--- config.mk ---
export PLATFORM = sky130hd
export DESIGN_NAME = halo_range_generator
export DESIGN_NICKNAME = d
export VERILOG_FILES = /design/src/hw/rtl/hrg_pkg.sv /design/src/hw/rtl/hrg_cfg.sv /design/src/hw/rtl/hrg_test.sv /design/src/hw/rtl/hrg_emit.sv /design/src/hw/rtl/halo_range_generator.sv
export SDC_FILE = /design/constraint.sdc
export NUM_CORES = 2
export LEC_CHECK = 0
export BUFFER_PORTS_ARGS = -buffer_cell sky130_fd_sc_hd__buf_2
export CAP_MARGIN = 10
export CORE_ASPECT_RATIO = 0.5
export CORE_UTILIZATION = 25
export DETAILED_ROUTE_END_ITERATION = 10
export PLACE_DENSITY = 0.52
export SLEW_MARGIN = 20
export SYNTH_ARGS = -nofsm -noshare
export SYNTH_HDL_FRONTEND = slang
export SYNTH_SLANG_ARGS = --single-unit
--- constraint.sdc ---
create_clock -name clk -period 87.7 [get_ports clk]
set_input_delay 8.77 -clock clk [delete_from_list [all_inputs] [get_ports clk]]
set_output_delay 8.77 -clock clk [all_outputs]
set_load 0.01 [all_outputs]
--- src/hw/rtl/hrg_pkg.sv ---
// shared types and register codes for the halo range generator
`default_nettype none

package hrg_pkg;

	// configuration register indexes
	localparam logic [2:0] REG_NUM_DIMS   = 3'd0;
	localparam logic [2:0] REG_HALO_DEPTH = 3'd1;
	localparam logic [2:0] REG_SPACE_LO_X = 3'd2;
	localparam logic [2:0] REG_SPACE_HI_X = 3'd3;
	localparam logic [2:0] REG_SPACE_LO_Y = 3'd4;
	localparam logic [2:0] REG_SPACE_HI_Y = 3'd5;
	localparam logic [2:0] REG_SPACE_LO_Z = 3'd6;
	localparam logic [2:0] REG_SPACE_HI_Z = 3'd7;

	localparam int NUM_DIMS_MAX = 3;
	// box plus a below and an above slab per dimension
	localparam int SLOT_COUNT = 1 + 2 * NUM_DIMS_MAX;

	// one owned box
	typedef struct packed {
		logic [9:0]         owner_task;
		logic [15:0]        group_tag;
		logic signed [31:0] box_lo_x;
		logic signed [31:0] box_hi_x;
		logic signed [31:0] box_lo_y;
		logic signed [31:0] box_hi_y;
		logic signed [31:0] box_lo_z;
		logic signed [31:0] box_hi_z;
	} box_item_t;

	// one emitted range
	typedef struct packed {
		logic [9:0]         out_task;
		logic [15:0]        out_tag;
		logic signed [31:0] out_lo_x;
		logic signed [31:0] out_hi_x;
		logic signed [31:0] out_lo_y;
		logic signed [31:0] out_hi_y;
		logic signed [31:0] out_lo_z;
		logic signed [31:0] out_hi_z;
		logic               is_last;
	} range_item_t;

	// current configuration
	typedef struct packed {
		logic [1:0]                     num_dims;
		logic [15:0]                    halo_depth;
		logic [NUM_DIMS_MAX-1:0][31:0] space_lo;
		logic [NUM_DIMS_MAX-1:0][31:0] space_hi;
	} cfg_t;

	// box with its slab bounds and the set of ranges still to send
	typedef struct packed {
		box_item_t                      box;
		logic [NUM_DIMS_MAX-1:0][31:0] slab_lo;
		logic [NUM_DIMS_MAX-1:0][31:0] slab_hi;
		logic [SLOT_COUNT-1:0]          mask;
	} work_t;

endpackage

`default_nettype wire

--- src/hw/rtl/hrg_cfg.sv ---
// configuration registers of the halo range generator
`default_nettype none

module hrg_cfg
	import hrg_pkg::*;
(
	input  wire logic        clk,
	input  wire logic        arst_n,
	input  wire logic        cfg_we,
	input  wire logic [2:0]  cfg_index,
	input  wire logic [31:0] cfg_data,
	output cfg_t             cfg
);

	cfg_t cfg_q;

	// register write decode
	always_ff @(posedge clk or negedge arst_n) begin
		if (!arst_n) begin
			cfg_q.num_dims   <= 2'd1;
			cfg_q.halo_depth <= 16'd1;
			cfg_q.space_lo   <= '0;
			cfg_q.space_hi   <= '0;
		end else if (cfg_we) begin
			unique case (cfg_index)
				REG_NUM_DIMS:   cfg_q.num_dims    <= cfg_data[1:0];
				REG_HALO_DEPTH: cfg_q.halo_depth  <= cfg_data[15:0];
				REG_SPACE_LO_X: cfg_q.space_lo[0] <= cfg_data;
				REG_SPACE_HI_X: cfg_q.space_hi[0] <= cfg_data;
				REG_SPACE_LO_Y: cfg_q.space_lo[1] <= cfg_data;
				REG_SPACE_HI_Y: cfg_q.space_hi[1] <= cfg_data;
				REG_SPACE_LO_Z: cfg_q.space_lo[2] <= cfg_data;
				REG_SPACE_HI_Z: cfg_q.space_hi[2] <= cfg_data;
				default: ;
			endcase
		end
	end

	assign cfg = cfg_q;

endmodule

`default_nettype wire

--- src/hw/rtl/hrg_test.sv ---
// front stages: threshold sums, then bound compares and slab bounds
`default_nettype none

module hrg_test
	import hrg_pkg::*;
(
	input  wire logic      clk,
	input  wire logic      arst_n,
	input  wire cfg_t      cfg,
	input  wire logic      accept,
	input  wire box_item_t box,
	output logic           stall,
	input  wire logic      take,
	output logic           work_valid,
	output work_t          work
);

	// stage 1: captured box and widened thresholds
	logic                     valid_s1;
	box_item_t                box_s1;
	logic signed [33:0]       thr_lo_s1 [NUM_DIMS_MAX];
	logic signed [33:0]       thr_hi_s1 [NUM_DIMS_MAX];
	logic [NUM_DIMS_MAX-1:0]  en_s1;
	logic [15:0]              depth_s1;

	// stage 2: compare results and slab bounds
	logic  valid_s2;
	work_t work_s2;

	logic adv_s1;
	logic adv_s2;

	logic signed [33:0]      thr_lo [NUM_DIMS_MAX];
	logic signed [33:0]      thr_hi [NUM_DIMS_MAX];
	logic [NUM_DIMS_MAX-1:0] en;
	logic [31:0]             blo [NUM_DIMS_MAX];
	logic [31:0]             bhi [NUM_DIMS_MAX];
	work_t                   work_d;

	// stall control
	assign adv_s2 = !valid_s2 || take;
	assign adv_s1 = !valid_s1 || adv_s2;
	assign stall  = valid_s1 && !adv_s2;

	// thresholds from the configuration
	always_comb begin
		for (int d = 0; d < NUM_DIMS_MAX; d++) begin
			thr_lo[d] = $signed({{2{cfg.space_lo[d][31]}}, cfg.space_lo[d]})
				+ $signed({18'd0, cfg.halo_depth});
			thr_hi[d] = $signed({{2{cfg.space_hi[d][31]}}, cfg.space_hi[d]})
				- $signed({18'd0, cfg.halo_depth});
		end
		// x always examined, zero acts as one
		en[0] = 1'b1;
		en[1] = (cfg.num_dims == 2'd2) || (cfg.num_dims == 2'd3);
		en[2] = (cfg.num_dims == 2'd3);
	end

	always_ff @(posedge clk or negedge arst_n) begin
		if (!arst_n) begin
			valid_s1 <= 1'b0;
		end else if (adv_s1) begin
			valid_s1 <= accept;
		end
	end

	always_ff @(posedge clk) begin
		if (adv_s1 && accept) begin
			box_s1    <= box;
			thr_lo_s1 <= thr_lo;
			thr_hi_s1 <= thr_hi;
			en_s1     <= en;
			depth_s1  <= cfg.halo_depth;
		end
	end

	// compare and slab bounds
	assign blo[0] = box_s1.box_lo_x;
	assign bhi[0] = box_s1.box_hi_x;
	assign blo[1] = box_s1.box_lo_y;
	assign bhi[1] = box_s1.box_hi_y;
	assign blo[2] = box_s1.box_lo_z;
	assign bhi[2] = box_s1.box_hi_z;

	always_comb begin
		work_d.box     = box_s1;
		work_d.mask    = '0;
		work_d.mask[0] = 1'b1;
		work_d.slab_lo = '0;
		work_d.slab_hi = '0;
		for (int d = 0; d < NUM_DIMS_MAX; d++) begin
			work_d.slab_lo[d] = blo[d] - {16'd0, depth_s1};
			work_d.slab_hi[d] = bhi[d] + {16'd0, depth_s1};
			work_d.mask[1 + 2 * d] = en_s1[d]
				&& ($signed({{2{blo[d][31]}}, blo[d]}) > thr_lo_s1[d]);
			work_d.mask[2 + 2 * d] = en_s1[d]
				&& ($signed({{2{bhi[d][31]}}, bhi[d]}) < thr_hi_s1[d]);
		end
	end

	always_ff @(posedge clk or negedge arst_n) begin
		if (!arst_n) begin
			valid_s2 <= 1'b0;
		end else if (adv_s2) begin
			valid_s2 <= valid_s1;
		end
	end

	always_ff @(posedge clk) begin
		if (adv_s2 && valid_s1) begin
			work_s2 <= work_d;
		end
	end

	assign work_valid = valid_s2;
	assign work       = work_s2;

endmodule

`default_nettype wire

--- src/hw/rtl/hrg_emit.sv ---
// range sequencer: sends the box and its slabs one per cycle
`default_nettype none

module hrg_emit
	import hrg_pkg::*;
(
	input  wire logic     clk,
	input  wire logic     arst_n,
	input  wire logic     work_valid,
	input  wire work_t    work,
	output logic          take,
	output logic          range_valid,
	output range_item_t   range_item
);

	logic                  valid_s3;
	work_t                 work_s3;
	logic [SLOT_COUNT-1:0] sel;
	logic [SLOT_COUNT-1:0] remain;
	range_item_t           next_range;
	logic                  range_valid_q;
	range_item_t           range_q;

	// pick the lowest pending range
	assign sel    = work_s3.mask & (~work_s3.mask + SLOT_COUNT'(1));
	assign remain = work_s3.mask & ~sel;
	assign take   = !valid_s3 || (remain == '0);

	// build the selected range from the box
	always_comb begin
		next_range.out_task = work_s3.box.owner_task;
		next_range.out_tag  = work_s3.box.group_tag;
		next_range.out_lo_x = work_s3.box.box_lo_x;
		next_range.out_hi_x = work_s3.box.box_hi_x;
		next_range.out_lo_y = work_s3.box.box_lo_y;
		next_range.out_hi_y = work_s3.box.box_hi_y;
		next_range.out_lo_z = work_s3.box.box_lo_z;
		next_range.out_hi_z = work_s3.box.box_hi_z;
		next_range.is_last  = (remain == '0);
		if (sel[1]) begin
			next_range.out_lo_x = work_s3.slab_lo[0];
			next_range.out_hi_x = work_s3.box.box_lo_x;
		end
		if (sel[2]) begin
			next_range.out_lo_x = work_s3.box.box_hi_x;
			next_range.out_hi_x = work_s3.slab_hi[0];
		end
		if (sel[3]) begin
			next_range.out_lo_y = work_s3.slab_lo[1];
			next_range.out_hi_y = work_s3.box.box_lo_y;
		end
		if (sel[4]) begin
			next_range.out_lo_y = work_s3.box.box_hi_y;
			next_range.out_hi_y = work_s3.slab_hi[1];
		end
		if (sel[5]) begin
			next_range.out_lo_z = work_s3.slab_lo[2];
			next_range.out_hi_z = work_s3.box.box_lo_z;
		end
		if (sel[6]) begin
			next_range.out_lo_z = work_s3.box.box_hi_z;
			next_range.out_hi_z = work_s3.slab_hi[2];
		end
	end

	// sequencer stage
	always_ff @(posedge clk or negedge arst_n) begin
		if (!arst_n) begin
			valid_s3 <= 1'b0;
		end else if (take) begin
			valid_s3 <= work_valid;
		end
	end

	always_ff @(posedge clk) begin
		if (take) begin
			if (work_valid) begin
				work_s3 <= work;
			end
		end else begin
			work_s3.mask <= remain;
		end
	end

	// output register, one transfer per cycle
	always_ff @(posedge clk or negedge arst_n) begin
		if (!arst_n) begin
			range_valid_q <= 1'b0;
		end else begin
			range_valid_q <= valid_s3;
		end
	end

	always_ff @(posedge clk) begin
		if (valid_s3) begin
			range_q <= next_range;
		end
	end

	assign range_valid = range_valid_q;
	assign range_item  = range_q;

endmodule

`default_nettype wire

--- src/hw/rtl/halo_range_generator.sv ---
// top level of the halo range generator
`default_nettype none

// Takes one owned box per transfer on start/box while busy is low and sends
// the box itself followed by its halo slabs (below x, above x, below y, above
// y, below z, above z), each slab only when its dimension is examined and it
// lies inside the space bounds. Each range is on range_item for exactly one
// cycle, marked by range_valid; the last range of a box has is_last set. The
// receiver cannot stall. Configuration goes through cfg_we/cfg_index/cfg_data;
// the user must write it only while the block is idle, which the block itself
// does not enforce. A box passes stage 1, stage 2, the sequencer stage and the
// output register before its first range is on the ports; the others follow
// back to back. A box with k ranges (1 to 7) holds the range sequencer until
// its last range is sent, so boxes with no slabs go in every cycle; busy rises
// while the sequencer is still sending an earlier box and the front stages are
// full. Reset clears all valid bits and sets num_dims = 1, halo_depth = 1 and
// all space bounds to zero.
module halo_range_generator
	import hrg_pkg::*;
(
	input  wire logic        clk,
	input  wire logic        arst_n,
	input  wire logic        start,
	output logic             busy,
	input  wire box_item_t   box,
	output logic             range_valid,
	output range_item_t      range_item,
	input  wire logic        cfg_we,
	input  wire logic [2:0]  cfg_index,
	input  wire logic [31:0] cfg_data
);

	cfg_t  cfg;
	logic  accept;
	logic  stall;
	logic  take;
	logic  work_valid;
	work_t work;

	// input transfer
	assign busy   = stall;
	assign accept = start && !stall;

	hrg_cfg u_cfg (
		.clk       (clk),
		.arst_n    (arst_n),
		.cfg_we    (cfg_we),
		.cfg_index (cfg_index),
		.cfg_data  (cfg_data),
		.cfg       (cfg)
	);

	hrg_test u_test (
		.clk        (clk),
		.arst_n     (arst_n),
		.cfg        (cfg),
		.accept     (accept),
		.box        (box),
		.stall      (stall),
		.take       (take),
		.work_valid (work_valid),
		.work       (work)
	);

	hrg_emit u_emit (
		.clk         (clk),
		.arst_n      (arst_n),
		.work_valid  (work_valid),
		.work        (work),
		.take        (take),
		.range_valid (range_valid),
		.range_item  (range_item)
	);

endmodule

`default_nettype wire

==> summary.md <==
| Metric | Value |
|---|---|
| Remaining antenna violation count after routing | `0` |
| Achievable Freq | `83.7 MHz` |
| First-pass GRT wire length | `roughly 290000 um` |
| FFs w/ async S/R, synth | `0.126` |
| Number of global-route vias before repair | `approximately 43000` |
| Clk Latency, worst-skew pair | `between 0.8 and 0.9 ns` |
| Final hold slack | `approximately 0.39 ns` |
| Count leader, synth | `edfxtp_1` |
| Commonest cells post-synth | `edfxtp_1, ha_1, inv_1` |
| Status | `finished clean` |
| Worst path required time | `between 70 and 80 ns` |
| DIE AREA | `about 300000 sq um` |
| Main area contributors after synthesis | `edfxtp_1, dfrtp_1, ha_1` |
| Max H-tree Level | `4` |
| Global route overflow | `0` |
| R2R cell count | `10` |
| Final Wtd Congestion | `0.864` |
| Final period util | `0.136` |
| Effective utilization at floorplan | `0.252` |
| Post-Synthesis Cells | `approximately 5200` |
| Max Buffers Root-to-Sink | `4` |
| Tot Pwr | `between 3 and 4 mW` |
| TritonCTS clock tree | `built` |
| Dpl cells | `9525` |
| Clock sink count | `1700` |
| Post-CTS Hold Buffers | `0` |
| Post-CTS Setup Bufs | `0` |
| Worst-margin pin slew | `about 1.1 ns` |
| Sequential share of the synthesized area | `0.672` |
| Area delta synth->final | `17.6%` |
| Combinational group share of total power | `0.330` |
| Fillers | `29700` |
| Psw | `approximately 1.3 mW` |
| Vias per cell | `between 4 and 5` |
| Mapped Nets | `between 5000 and 6000` |
| Crit Path Max Fanout | `7` |
| Ports | `~480` |
| Avg Cell Area, Syn | `approximately 14 sq um` |
| HPWL after DPL | `about 150000 um` |
| Fraction of layout cells with a size suffix above 1 | `0.173` |
| Main flop type after synthesis | `edfxtp_1` |
| Pint | `~2.3 mW` |
| Post-synth EDFFs | `around 1500` |
| Critical path startpoint category | `flip-flop` |
| Synthesis-stage register bit count | `1700` |
| Fin cells | `about 9800` |
| Critical path arrival | `about 3.2 ns` |
| Setup TNS Final | `0 ns` |
| Crit path launch | `u_emit.work_s3[0]` |
| DIE WIDTH | `around 770 um` |
| Pwr/cell area | `roughly 42 nW/um^2` |
| Dominant cell type by area after synthesis | `edfxtp_1` |
| Root Buffer | `clkbuf_16` |
| Reg2reg setup slack | `around 82 ns` |
| Endpoint class of the critical path | `output pin` |
| Rel. slew slack | `0.242` |
| Wire per inst | `20.6 um` |
| Antenna violations before repair | `46` |
| Count of final hold-check violations | `0` |
| Clock power frac | `0.202` |
| RR Startpoint | `u_emit.work_s3[1]` |
| Min cycle time layout | `between 10 and 15 ns` |
| Site row count | `141` |
| Tot GR Track Use | `0.130` |
| Worst hold path class | `flip-flop to flip-flop` |
| Share of the synthesized area in the top cell type | `0.600` |
| VDD IR max | `around 89 uV` |
| Seq pwr share | `0.469` |
| Leak | `roughly 33 nW` |
| Clock transition at path regs | `around 0.060 ns` |
| Kind of critical path | `flip-flop to output pin` |
| DRC | `0` |
| Unrepaired setup endpoints after global routing | `no` |
| Post-CTS sizing | `0` |
| Cts bufs inserted | `roughly 180` |
| Vias post-DR | `about 43000` |
| Total core area | `a little under 300000 sq um` |
| Clock Skews | `0.0860 ns` |
| Initial DRC count | `3142` |
| Crit path to | `busy` |
| Total wire length | `between 200000 and 250000 um` |
| # port buffers | `roughly 480` |
| Switching Fraction | `0.363` |
| Max-Cap Viols | `0` |
| First-pass detailed-route iteration total | `5` |
| Reg-to-Reg End | `u_test.blo[49]` |
| Die Y | `approximately 390 um` |
| Slew Limit Fails | `0` |
| Largest net degree at the start of global routing | `about 160` |
| Yosys warnings | `0` |
| Synth Cell Area | `roughly 74000 sq um` |
| Netlist cell types | `87` |
| Nets | `approximately 6400` |
| Final setup fails | `0` |
==> power groups by stage <==
stage	sequential [mW]	clock [mW]	combinational, mW
after detailed placement	1.75	0	1.23
final	1.73	0.743	1.21
after CTS	1.74	0.764	1.23
after global placement	1.74	0	1.21
after global routing	1.77	0.793	1.35
after floorplan	2.11	0	0.764
==> layer usage <==
| metal | GRT usage | up-vias | wire, um |
|---|---|---|---|
| met4 | 0.0404 | 0 | 6110 |
| met2 | 0.235 | 838 | 104000 |
| met3 | 0.0164 | 300 | 7430 |
| li1 | - | 20600 | - |
| met1 | 0.161 | 21600 | 85500 |
| met5 | 0 | - | 0 |
==> cells in the final DEF (no fill, tap or decap), drive strengths merged, types with 14 or more instances in the layout <==
master / instances
nor4: 31
mux2: 188
a2111oi: 14
nor2: 229
edfxtp: 1486
a21o: 121
mux2i: 196
and3: 34
a211oi: 34
dfrtp: 212
o21bai: 23
clkinv: 59
nand2b: 40
xor2: 123
o211ai: 20
nand3: 87
nor2b: 40
o31ai: 16
o31a: 21
inv: 325
nand2: 313
clkbuf: 221
nand4: 54
or3: 18
o21ai: 272
and4: 15
nor3: 57
nand3b: 14
a21oi: 283
ha: 387
o21a: 49
buf: 528
a31oi: 20
bufinv: 16
xnor2: 200
==> cell type report <==
type	count	area, sq um	share of cell area
Antenna cell	11	27.5	0.000315
Clock buffer	221	4680	0.0536
Clock inverter	88	950	0.0109
Inverter	319	1200	0.0137
Multi-Input combinational cell	3047	22800	0.261
Sequential cell	1700	50000	0.572
Tap cell	3932	4920	0.0563
Timing Repair Buffer	528	2840	0.0325
==> through the flow <==
step	worst slack (ns)	utilization	cell area, sq um
after detailed placement	74.99	0.277	81700
after global routing	75.57	0.296	87400
after global placement	75.03	0.277	81700
after floorplan	52.36	-	74300
final	75.76	0.296	87400
after CTS	75.67	0.296	87400
==> worst max-delay path, stage by stage, from the launching register on <==
cell and delay, ns:
edfxtp_1 0.50, or3_1 0.30, maj3_1 0.22, o21ai_0 0.07
a2bb2oi_1 0.23, nor2_1 0.09, nor2_1 0.57, and3_1 0.26
buf_2 0.13
==> cells by family (layout without fill, tap and decap cells) <==
kind of cell | count (synthesis) | after routing | share of synthesized area
buffers and inverters | 421 | 1156 | 0.0217
adders and majority gates | 401 | 401 | 0.0686
AOI/OAI and AO/OA | 947 | 947 | 0.0791
xor gates and xnor gates | 323 | 323 | 0.0381
other | 0 | 11 | 0
and+or+nand+nor | 992 | 992 | 0.0651
muxes | 384 | 384 | 0.0549
DFF | 1700 | 1700 | 0.672
==> registers in the layout (all words and copies together) (netlist names) <==
register	cells
u_test.box_s1	26
u_test.bhi	96
u_emit.range_valid	1
u_test.valid_s1	1
u_test.thr_lo_s1	99
u_test.en_s1	2
u_test.blo	96
u_emit.work_s3	391
u_test.depth_s1	16
u_emit.valid_s3	1
u_emit.range_item	219
u_cfg.cfg	210
u_test.work_valid	1
u_test.thr_hi_s1	99
u_emit.next_range	26
u_test.work	416
==> worst min-delay path by stage <==
stage          cells after the start        startpoint                     end  slack [ns]
2_1_floorplan                      0  u_test.work[391]  u_emit.next_range[193]        0.40
3_3_place_gp                       0  u_test.work[204]     u_emit.work_s3[204]        0.40
3_5_place_dp                       0  u_test.work[395]  u_emit.next_range[197]        0.40
4_1_cts                            0  u_test.work[371]     u_emit.work_s3[371]        0.39
5_1_grt                            0  u_test.work[106]     u_emit.work_s3[106]        0.40
6_report                           0  u_test.work[371]     u_emit.work_s3[371]        0.39
Note: power is estimated with default switching activity, not from simulation.
